===== src/rtl/hrrc_pkg.sv =====
// Types and constants shared by the heater reset relay controller.
// No dependencies; the top level imports this package.
`default_nettype none

package hrrc_pkg;

    // Item selector codes
    localparam logic [1:0] FUNC_EVAL    = 2'd0;
    localparam logic [1:0] FUNC_FORCE   = 2'd1;
    localparam logic [1:0] FUNC_UNFORCE = 2'd2;

    // Configuration register indexes
    localparam int unsigned CFG_IDX_W = 3;
    localparam logic [CFG_IDX_W-1:0] CFG_TEMP_THRESHOLD    = 3'd0;
    localparam logic [CFG_IDX_W-1:0] CFG_ACTIVE_CURRENT_MIN = 3'd1;
    localparam logic [CFG_IDX_W-1:0] CFG_RESET_PULSE_SEC   = 3'd2;
    localparam logic [CFG_IDX_W-1:0] CFG_SAFE_SWITCH_SEC   = 3'd3;
    localparam logic [CFG_IDX_W-1:0] CFG_INACTIVE_MIN_SEC  = 3'd4;
    localparam int unsigned CFG_DATA_W = 16;

    // Register reset values
    localparam logic signed [7:0] RST_TEMP_THRESHOLD     = 8'sd18;
    localparam logic [11:0]       RST_ACTIVE_CURRENT_MIN = 12'd10;
    localparam logic [15:0]       RST_RESET_PULSE_SEC    = 16'd10;
    localparam logic [15:0]       RST_SAFE_SWITCH_SEC    = 16'd300;
    localparam logic [15:0]       RST_INACTIVE_MIN_SEC   = 16'd900;

    // Sensor code for an unknown room temperature
    localparam logic signed [7:0] UNKNOWN_TEMP = -8'sd127;

    typedef struct packed {
        logic [1:0]         func;
        logic [31:0]        now_sec;
        logic signed [7:0]  room_temp;
        logic [11:0]        heater_centiamps;
        logic               force_state;
        logic [31:0]        force_until;
    } t_in_item;

    typedef struct packed {
        logic        relay_active;
        logic        forced_mode;
        logic        permanent_mode;
        logic        switched;
        logic [31:0] switch_time;
    } t_out_item;

endpackage

`default_nettype wire


===== src/rtl/heater_reset_relay_controller_top.sv =====
// Heater reset relay controller: input register, decision logic, result register.
// Depends on hrrc_pkg for the transaction structs, selector codes and register indexes.
`default_nettype none

// Takes one transaction per clock with no gaps while the output is not
// stalled: an item sits in the input register while the decision logic (two
// 32-bit absolute time differences and their compares) runs, and its result
// is loaded into the output register at the edge on which that register is
// free or being taken. The relay state is updated at that same edge, so the
// following item is evaluated against it. The configuration port is always ready.
module heater_reset_relay_controller_top
    import hrrc_pkg::*;
(
    input  wire logic                  i_clk,
    input  wire logic                  i_rst_n,
    input  wire logic                  i_in_valid,
    input  wire t_in_item              i_in_item,
    output logic                       o_in_stall,
    output logic                       o_out_valid,
    output t_out_item                  o_out_item,
    input  wire logic                  i_out_stall,
    input  wire logic                  i_cfg_valid,
    input  wire logic [CFG_IDX_W-1:0]  i_cfg_index,
    input  wire logic [CFG_DATA_W-1:0] i_cfg_data,
    output logic                       o_cfg_ready
);

    // Configuration registers
    logic signed [7:0] r_temp_threshold;
    logic [11:0]       r_active_current_min;
    logic [15:0]       r_reset_pulse_sec;
    logic [15:0]       r_safe_switch_sec;
    logic [15:0]       r_inactive_min_sec;

    // Controller state
    logic        r_relay_on, n_relay_on;
    logic        r_forced, n_forced;
    logic        r_forced_perm, n_forced_perm;
    logic [31:0] r_last_switch, n_last_switch;
    logic [31:0] r_force_end, n_force_end;
    logic [31:0] r_last_active, n_last_active;

    // Pipeline registers
    logic      r_in_valid;
    t_in_item  r_in;
    logic      r_out_valid;
    t_out_item r_out;

    logic adv;
    logic load_in;
    logic w_sw;

    logic        active;
    logic        override_live;
    logic [31:0] d_switch;
    logic [31:0] d_active;
    logic        pulse_done;
    logic        safe_ok;
    logic        idle_ok;
    logic        temp_ok;

    // Handshake control
    assign adv        = r_in_valid && (!r_out_valid || !i_out_stall);
    assign load_in    = !r_in_valid || adv;
    assign o_in_stall = !load_in;
    assign o_cfg_ready = 1'b1;
    assign o_out_valid = r_out_valid;
    assign o_out_item  = r_out;

    // Time differences and compares
    assign active        = r_in.heater_centiamps >= r_active_current_min;
    assign override_live = r_forced && ((r_force_end == 32'd0) || (r_in.now_sec < r_force_end));
    assign d_switch = (r_in.now_sec < r_last_switch) ? (r_last_switch - r_in.now_sec)
                                                     : (r_in.now_sec - r_last_switch);
    assign d_active = (r_in.now_sec < r_last_active) ? (r_last_active - r_in.now_sec)
                                                     : (r_in.now_sec - r_last_active);
    assign pulse_done = d_switch >= {16'd0, r_reset_pulse_sec};
    assign safe_ok    = d_switch >= {16'd0, r_safe_switch_sec};
    assign idle_ok    = d_active >= {16'd0, r_inactive_min_sec};
    assign temp_ok    = (r_in.room_temp != UNKNOWN_TEMP) && (r_in.room_temp <= r_temp_threshold);

    // Next state for the item in the input register
    always_comb begin
        n_relay_on    = r_relay_on;
        n_forced      = r_forced;
        n_forced_perm = r_forced_perm;
        n_last_switch = r_last_switch;
        n_force_end   = r_force_end;
        n_last_active = r_last_active;
        w_sw          = 1'b0;
        case (r_in.func)
            FUNC_EVAL: begin
                if (active) begin
                    n_last_active = r_in.now_sec;
                end
                if (!override_live) begin
                    n_forced = 1'b0;
                    // End a running pulse, or start one when conditions allow
                    if (r_relay_on) begin
                        w_sw = pulse_done;
                    end else begin
                        w_sw = safe_ok && temp_ok && !active && idle_ok;
                    end
                end
            end
            FUNC_FORCE: begin
                n_forced      = 1'b1;
                n_forced_perm = (r_in.force_until == 32'd0);
                n_force_end   = r_in.force_until;
                w_sw          = (r_relay_on != r_in.force_state);
            end
            FUNC_UNFORCE: begin
                n_forced      = 1'b0;
                n_forced_perm = 1'b0;
            end
            default: begin
            end
        endcase
        if (w_sw) begin
            n_relay_on    = !r_relay_on;
            n_last_switch = r_in.now_sec;
        end
    end

    // Configuration writes
    always_ff @(posedge i_clk) begin
        if (!i_rst_n) begin
            r_temp_threshold     <= RST_TEMP_THRESHOLD;
            r_active_current_min <= RST_ACTIVE_CURRENT_MIN;
            r_reset_pulse_sec    <= RST_RESET_PULSE_SEC;
            r_safe_switch_sec    <= RST_SAFE_SWITCH_SEC;
            r_inactive_min_sec   <= RST_INACTIVE_MIN_SEC;
        end else if (i_cfg_valid && o_cfg_ready) begin
            unique case (i_cfg_index)
                CFG_TEMP_THRESHOLD:     r_temp_threshold     <= i_cfg_data[7:0];
                CFG_ACTIVE_CURRENT_MIN: r_active_current_min <= i_cfg_data[11:0];
                CFG_RESET_PULSE_SEC:    r_reset_pulse_sec    <= i_cfg_data;
                CFG_SAFE_SWITCH_SEC:    r_safe_switch_sec    <= i_cfg_data;
                CFG_INACTIVE_MIN_SEC:   r_inactive_min_sec   <= i_cfg_data;
                default: begin
                end
            endcase
        end
    end

    // Input register: load a new transaction whenever the slot frees up
    always_ff @(posedge i_clk) begin
        if (!i_rst_n) begin
            r_in_valid <= 1'b0;
        end else if (load_in) begin
            r_in_valid <= i_in_valid;
        end
        if (load_in && i_in_valid) begin
            r_in <= i_in_item;
        end
    end

    // Controller state and result register advance together
    always_ff @(posedge i_clk) begin
        if (!i_rst_n) begin
            r_relay_on    <= 1'b0;
            r_forced      <= 1'b0;
            r_forced_perm <= 1'b0;
            r_last_switch <= 32'd0;
            r_force_end   <= 32'd0;
            r_last_active <= 32'd0;
            r_out_valid   <= 1'b0;
        end else begin
            if (adv) begin
                r_relay_on    <= n_relay_on;
                r_forced      <= n_forced;
                r_forced_perm <= n_forced_perm;
                r_last_switch <= n_last_switch;
                r_force_end   <= n_force_end;
                r_last_active <= n_last_active;
                r_out_valid   <= 1'b1;
            end else if (!i_out_stall) begin
                r_out_valid   <= 1'b0;
            end
        end
        if (adv) begin
            r_out.relay_active   <= n_relay_on;
            r_out.forced_mode    <= n_forced;
            r_out.permanent_mode <= n_forced_perm;
            r_out.switched       <= w_sw;
            r_out.switch_time    <= n_last_switch;
        end
    end

`ifndef NO_ASSERTIONS
    // A permanent override is always an override in effect
    a_perm_implies_forced: assert property (@(posedge i_clk) disable iff (!i_rst_n)
        r_forced_perm |-> r_forced)
        else $error("permanent override without override");

    // A reported switch flips the stored relay state
    a_switch_flips_relay: assert property (@(posedge i_clk) disable iff (!i_rst_n)
        (adv && w_sw) |=> (r_relay_on != $past(r_relay_on)))
        else $error("switch reported but relay state unchanged");

    // A held item in the input register is not dropped
    a_in_held: assert property (@(posedge i_clk) disable iff (!i_rst_n)
        (r_in_valid && !adv) |=> r_in_valid)
        else $error("input transaction dropped while blocked");

    // No state change without a transaction moving to the result register
    a_state_quiet: assert property (@(posedge i_clk) disable iff (!i_rst_n)
        !adv |=> $stable(r_relay_on) && $stable(r_last_switch))
        else $error("relay state changed without a transaction");
`endif

endmodule

`default_nettype wire

===== config.mk =====
export PLATFORM = sky130hd
export DESIGN_NAME = heater_reset_relay_controller_top
export DESIGN_NICKNAME = d
export VERILOG_FILES = /design/src/rtl/hrrc_pkg.sv /design/src/rtl/heater_reset_relay_controller_top.sv
export SDC_FILE = /design/constraint.sdc
export NUM_CORES = 1
export LEC_CHECK = 0
export BUFFER_PORTS_ARGS = -buffer_cell sky130_fd_sc_hd__buf_4
export CAP_MARGIN = 20
export CORE_ASPECT_RATIO = 1.5
export CORE_MARGIN = 1.5
export CORE_UTILIZATION = 56
export DETAILED_ROUTE_END_ITERATION = 8
export PLACE_DENSITY = 0.75
export SLEW_MARGIN = 20
export SYNTH_ARGS = -nofsm -noshare
export SYNTH_HDL_FRONTEND = slang
export SYNTH_SLANG_ARGS = --single-unit
export TNS_END_PERCENT = 100

===== constraint.sdc =====
create_clock -name i_clk -period 10.1 [get_ports i_clk]
set_input_delay 1.01 -clock i_clk [delete_from_list [all_inputs] [get_ports i_clk]]
set_output_delay 1.01 -clock i_clk [all_outputs]
set_load 0.01 [all_outputs]

==> qor.json <==
{
  "num_rows": {"value": 84},
  "r2r_start": {"value": "r_in[53]$_DFFE_PP_"},
  "postSynth.topFlopCell": {"value": "sky130_fd_sc_hd__dfxtp_1"},
  "area_delta_synth_final": {"value": 10.6, "unit": "%"},
  "worst_setup_path_start_kind": {"value": "flop"},
  "startpoint": {"value": "r_in[53]$_DFFE_PP_"},
  "num_antenna_cells": {"value": 0},
  "timing.final.ws_setup": {"value": 2990, "unit": "ps"},
  "drv_cap": {"value": 0},
  "synth_nets": {"value": 2693},
  "io_buffers": {"value": 148},
  "timing.critical_path.fanout_max": {"value": 68},
  "first_global_vias": {"value": 17700},
  "detail_route.vias_per_cell": {"value": 5.98},
  "path_class": {"value": "flop to flop"},
  "p_total": {"value": 2.95, "unit": "mW"},
  "path_clk_slew": {"value": 70, "unit": "ps"},
  "power.ir.vdd_worst": {"value": 154, "unit": "uV"},
  "htree_num_levels": {"value": 1},
  "holdBufCountCts": {"value": 0},
  "worst_clock_skew": {"value": 31.1, "unit": "ps"},
  "static-leakage-power": {"value": 8.75, "unit": "nW"},
  "maxClockFrequency": {"value": 0.141, "unit": "GHz"},
  "hpwlAfterDp": {"value": 51400, "unit": "um"},
  "horizontal_die_dimension": {"value": 158, "unit": "um"},
  "final_net_count": {"value": 2767},
  "cts-buffers-inserted": {"value": 29},
  "ioPinCount": {"value": 150},
  "run_status": {"value": "complete, no violations"},
  "synth_commonest_cells": {"value": "392 x sky130_fd_sc_hd__nand2_1, 228 x sky130_fd_sc_hd__ha_1, 216 x sky130_fd_sc_hd__inv_1"},
  "detail_route.drc_violations": {"value": 0},
  "grt_total_usage": {"value": 35.2, "unit": "%"},
  "finalWeightedCongestion": {"value": 0.949},
  "fp.coreArea": {"value": 35200, "unit": "um^2"},
  "die_y": {"value": 235, "unit": "um"},
  "drtPass1Iterations": {"value": 7},
  "effective_utilization_at_floorplan": {"value": 57.2, "unit": "%"},
  "worstHoldPathType": {"value": "flop to flop"},
  "share_of_the_yosys_chip_area_belonging_to_registers": {"value": 35.2, "unit": "%"},
  "grt_setup_unrepaired": {"value": "false"},
  "placed_instances": {"value": 2866},
  "syn_area_per_cell": {"value": 8.57, "unit": "um^2"},
  "ys_ff_latch": {"value": 292},
  "timing.max_slew.rel_slack": {"value": 30.2, "unit": "%"},
  "hold_violations": {"value": 0},
  "yosys_warnings": {"value": 0},
  "yosys.cell_count.top_type": {"value": "sky130_fd_sc_hd__nand2_1"},
  "final_antenna_net_count": {"value": 0},
  "drive_gt1_share": {"value": 9.24, "unit": "%"},
  "critPathCaptureType": {"value": "flop"},
  "post-route-period-util": {"value": 70.4, "unit": "%"},
  "synthDistinctLibCells": {"value": 84},
  "globalRouteOverflowTotal": {"value": 0},
  "ys_top_cells_by_area": {"value": "sky130_fd_sc_hd__edfxtp_1 18%, sky130_fd_sc_hd__dfxtp_1 17%, sky130_fd_sc_hd__ha_1 14%"},
  "detailroute.via_count": {"value": 17500},
  "cts_tree": {"value": "built"},
  "power_density": {"value": 133, "unit": "nW/um^2"},
  "cts_max_path_buffers": {"value": 3},
  "wl_per_cell": {"value": 22.4, "unit": "um"},
  "wire_length_of_the_first_global_routing_pass": {"value": 99400, "unit": "um"},
  "syn-cell-area": {"value": 20100, "unit": "um^2"},
  "finalWirelength": {"value": 65400, "unit": "um"},
  "dr.first_iter.drc_count": {"value": 1349},
  "cts_root_buffer": {"value": "sky130_fd_sc_hd__clkbuf_16"},
  "antenna_found_initial": {"value": 0},
  "critPathArrivalTime": {"value": 7520, "unit": "ps"},
  "maxSlewViolCount": {"value": 0},
  "hold_path.startpoint": {"value": "r_last_switch[31]$_SDFFE_PN0P_"},
  "cts_num_sinks": {"value": 292},
  "minimum_setup_slack_after_placement": {"value": 3150, "unit": "ps"},
  "post-synth-top-area-cell": {"value": "sky130_fd_sc_hd__edfxtp_1"},
  "pin_count_of_the_biggest_net_entering_global_routing": {"value": 123},
  "finalCriticalPeriod": {"value": 7110, "unit": "ps"},
  "ys_async_sr_fraction": {"value": 0, "unit": "%"},
  "source_to_sink_clock_delay_at_the_later_pin_of_the_worst_skew_pair": {"value": 580, "unit": "ps"},
  "cp_data_required_time": {"value": 10510, "unit": "ps"},
  "fraction_of_synthesized_cell_area_taken_by_the_top_area_cell_type": {"value": 18.3, "unit": "%"},
  "dieArea": {"value": 37100, "unit": "um^2"},
  "synthesis.instances": {"value": 2350},
  "post-cts-setup-buffers": {"value": 0},
  "fin_setup_tns": {"value": 0, "unit": "ps"},
  "final-instance-count-excl-fill": {"value": 2919},
  "actual_transition_at_the_worst_max_transition_pin": {"value": 1040, "unit": "ps"},
  "synth_enable_flop_cells": {"value": 123},
  "postCtsResizedCells": {"value": 0},
  "finalSetupViolations": {"value": 0}
}
==> state kept, by name, summed over array words and instances, names as in the netlist, 8 cells and up <==
name                  cells
o_out_item               36
r_active_current_min     12
r_force_end              32
r_in                     87
r_inactive_min_sec       16
r_last_active            32
r_last_switch            32
r_reset_pulse_sec        16
r_safe_switch_sec        16
r_temp_threshold          8
==> path summary, 6_finish.rpt <==
check | slack, ps | endpoint | depth (start not counted)
worst max-delay path | 2990 | r_last_switch[2]$_SDFFE_PN0P_ | 24
worst max register to register | 2990 | r_last_switch[2]$_SDFFE_PN0P_ | 24
worst min register to register | 460 | r_last_switch[31]$_SDFFE_PN0P_ | 2
worst min-delay path | 460 | r_last_switch[31]$_SDFFE_PN0P_ | 2
==> critical path, stage by stage (launching register included) <==
cell and delay (ps):
sky130_fd_sc_hd__edfxtp_1 500, sky130_fd_sc_hd__inv_1 120, sky130_fd_sc_hd__ha_1 180, sky130_fd_sc_hd__inv_1 60, sky130_fd_sc_hd__fa_1 380, sky130_fd_sc_hd__a21o_1 180, sky130_fd_sc_hd__a221o_1 370, sky130_fd_sc_hd__nand4_1 140
sky130_fd_sc_hd__nand2_2 110, sky130_fd_sc_hd__a31oi_4 590, sky130_fd_sc_hd__buf_4 490, sky130_fd_sc_hd__mux2i_1 270, sky130_fd_sc_hd__xor2_1 180, sky130_fd_sc_hd__ha_1 270, sky130_fd_sc_hd__a211oi_1 260, sky130_fd_sc_hd__o21ai_0 130
sky130_fd_sc_hd__o221ai_1 200, sky130_fd_sc_hd__o311ai_0 170, sky130_fd_sc_hd__nor4_1 290, sky130_fd_sc_hd__nand4_1 120, sky130_fd_sc_hd__or4_1 530, sky130_fd_sc_hd__a32o_2 280, sky130_fd_sc_hd__buf_4 310, sky130_fd_sc_hd__and2_4 480
sky130_fd_sc_hd__mux2i_1 200
==> logic make-up after synthesis <==
kind of cell / Yosys count / synth area share [%]
DFF: 292 / 35.2
and+or+nand+nor: 707 / 16.1
AOI/OAI and AO/OA: 648 / 20.9
xor gates and xnor gates: 53 / 2.31
buffers and inverters: 331 / 6.63
muxes: 86 / 4.29
adders and majority gates: 232 / 14.6
other: 1 / 0.0186
==> power by group <==
part | internal [mW] | switching (mW) | total [mW]
Clock | 0.545 | 0.455 | 1.00
Sequential | 1.28 | 0.0427 | 1.32
Combinational | 0.248 | 0.382 | 0.630
Total | 2.07 | 0.879 | 2.95
==> routing by layer <==
metal / track usage, % / vias up / routed length, um
met5: 0 / - / 0
met1: 37.4 / 8232 / 23700
met3: 5.69 / 205 / 3770
li1: - / 8377 / -
met4: 24.8 / 0 / 5190
met2: 62.2 / 648 / 32700
==> cell usage in the layout, fill, tap and decap left out, types with 12 or more instances in the layout <==
master | netlist | routed
sky130_fd_sc_hd__a211oi_1 | 18 | 18
sky130_fd_sc_hd__a21boi_0 | 90 | 90
sky130_fd_sc_hd__a21o_1 | 71 | 71
sky130_fd_sc_hd__a21oi_1 | 169 | 169
sky130_fd_sc_hd__a31oi_1 | 14 | 14
sky130_fd_sc_hd__buf_4 | 2 | 157
sky130_fd_sc_hd__clkbuf_1 | 76 | 12
sky130_fd_sc_hd__clkbuf_16 | 0 | 29
sky130_fd_sc_hd__dfxtp_1 | 169 | 169
sky130_fd_sc_hd__edfxtp_1 | 123 | 123
sky130_fd_sc_hd__ha_1 | 228 | 228
sky130_fd_sc_hd__inv_1 | 216 | 216
sky130_fd_sc_hd__mux2i_1 | 83 | 83
sky130_fd_sc_hd__nand2_1 | 392 | 392
sky130_fd_sc_hd__nand2b_1 | 14 | 14
sky130_fd_sc_hd__nand3_1 | 30 | 30
sky130_fd_sc_hd__nand4_1 | 42 | 42
sky130_fd_sc_hd__nor2_1 | 77 | 76
sky130_fd_sc_hd__nor2b_1 | 53 | 52
sky130_fd_sc_hd__nor3_1 | 23 | 23
sky130_fd_sc_hd__nor4_1 | 16 | 16
sky130_fd_sc_hd__o211ai_1 | 28 | 28
sky130_fd_sc_hd__o21a_1 | 20 | 20
sky130_fd_sc_hd__o21ai_0 | 141 | 141
sky130_fd_sc_hd__o21bai_1 | 14 | 14
sky130_fd_sc_hd__xnor2_1 | 26 | 26
sky130_fd_sc_hd__xor2_1 | 27 | 27
==> area by class of cell <==
| type | instances | area (um^2) |
|---|---|---|
| clock buffer | 43 | 798 |
| sequential | 292 | 7080 |
| inverter | 216 | 811 |
| timing repair buffer | 158 | 1190 |
| clock inverter | 10 | 51.3 |
| fill | 3100 | 12900 |
| tap | 473 | 592 |
| multi-input combinational | 1727 | 11700 |
==> per-stage QoR <==
step | cell area, um^2 | util [%] | hold slack (ps)
floorplan | 20100 | - | 435
global placement | 21400 | 60.8 | 443
detailed placement | 21400 | 60.8 | 454
CTS | 22300 | 63.2 | 463
global route | 22300 | 63.2 | 477
finish | 22300 | 63.2 | 462
No activity file was read; power rests on OpenSTA's default activity.
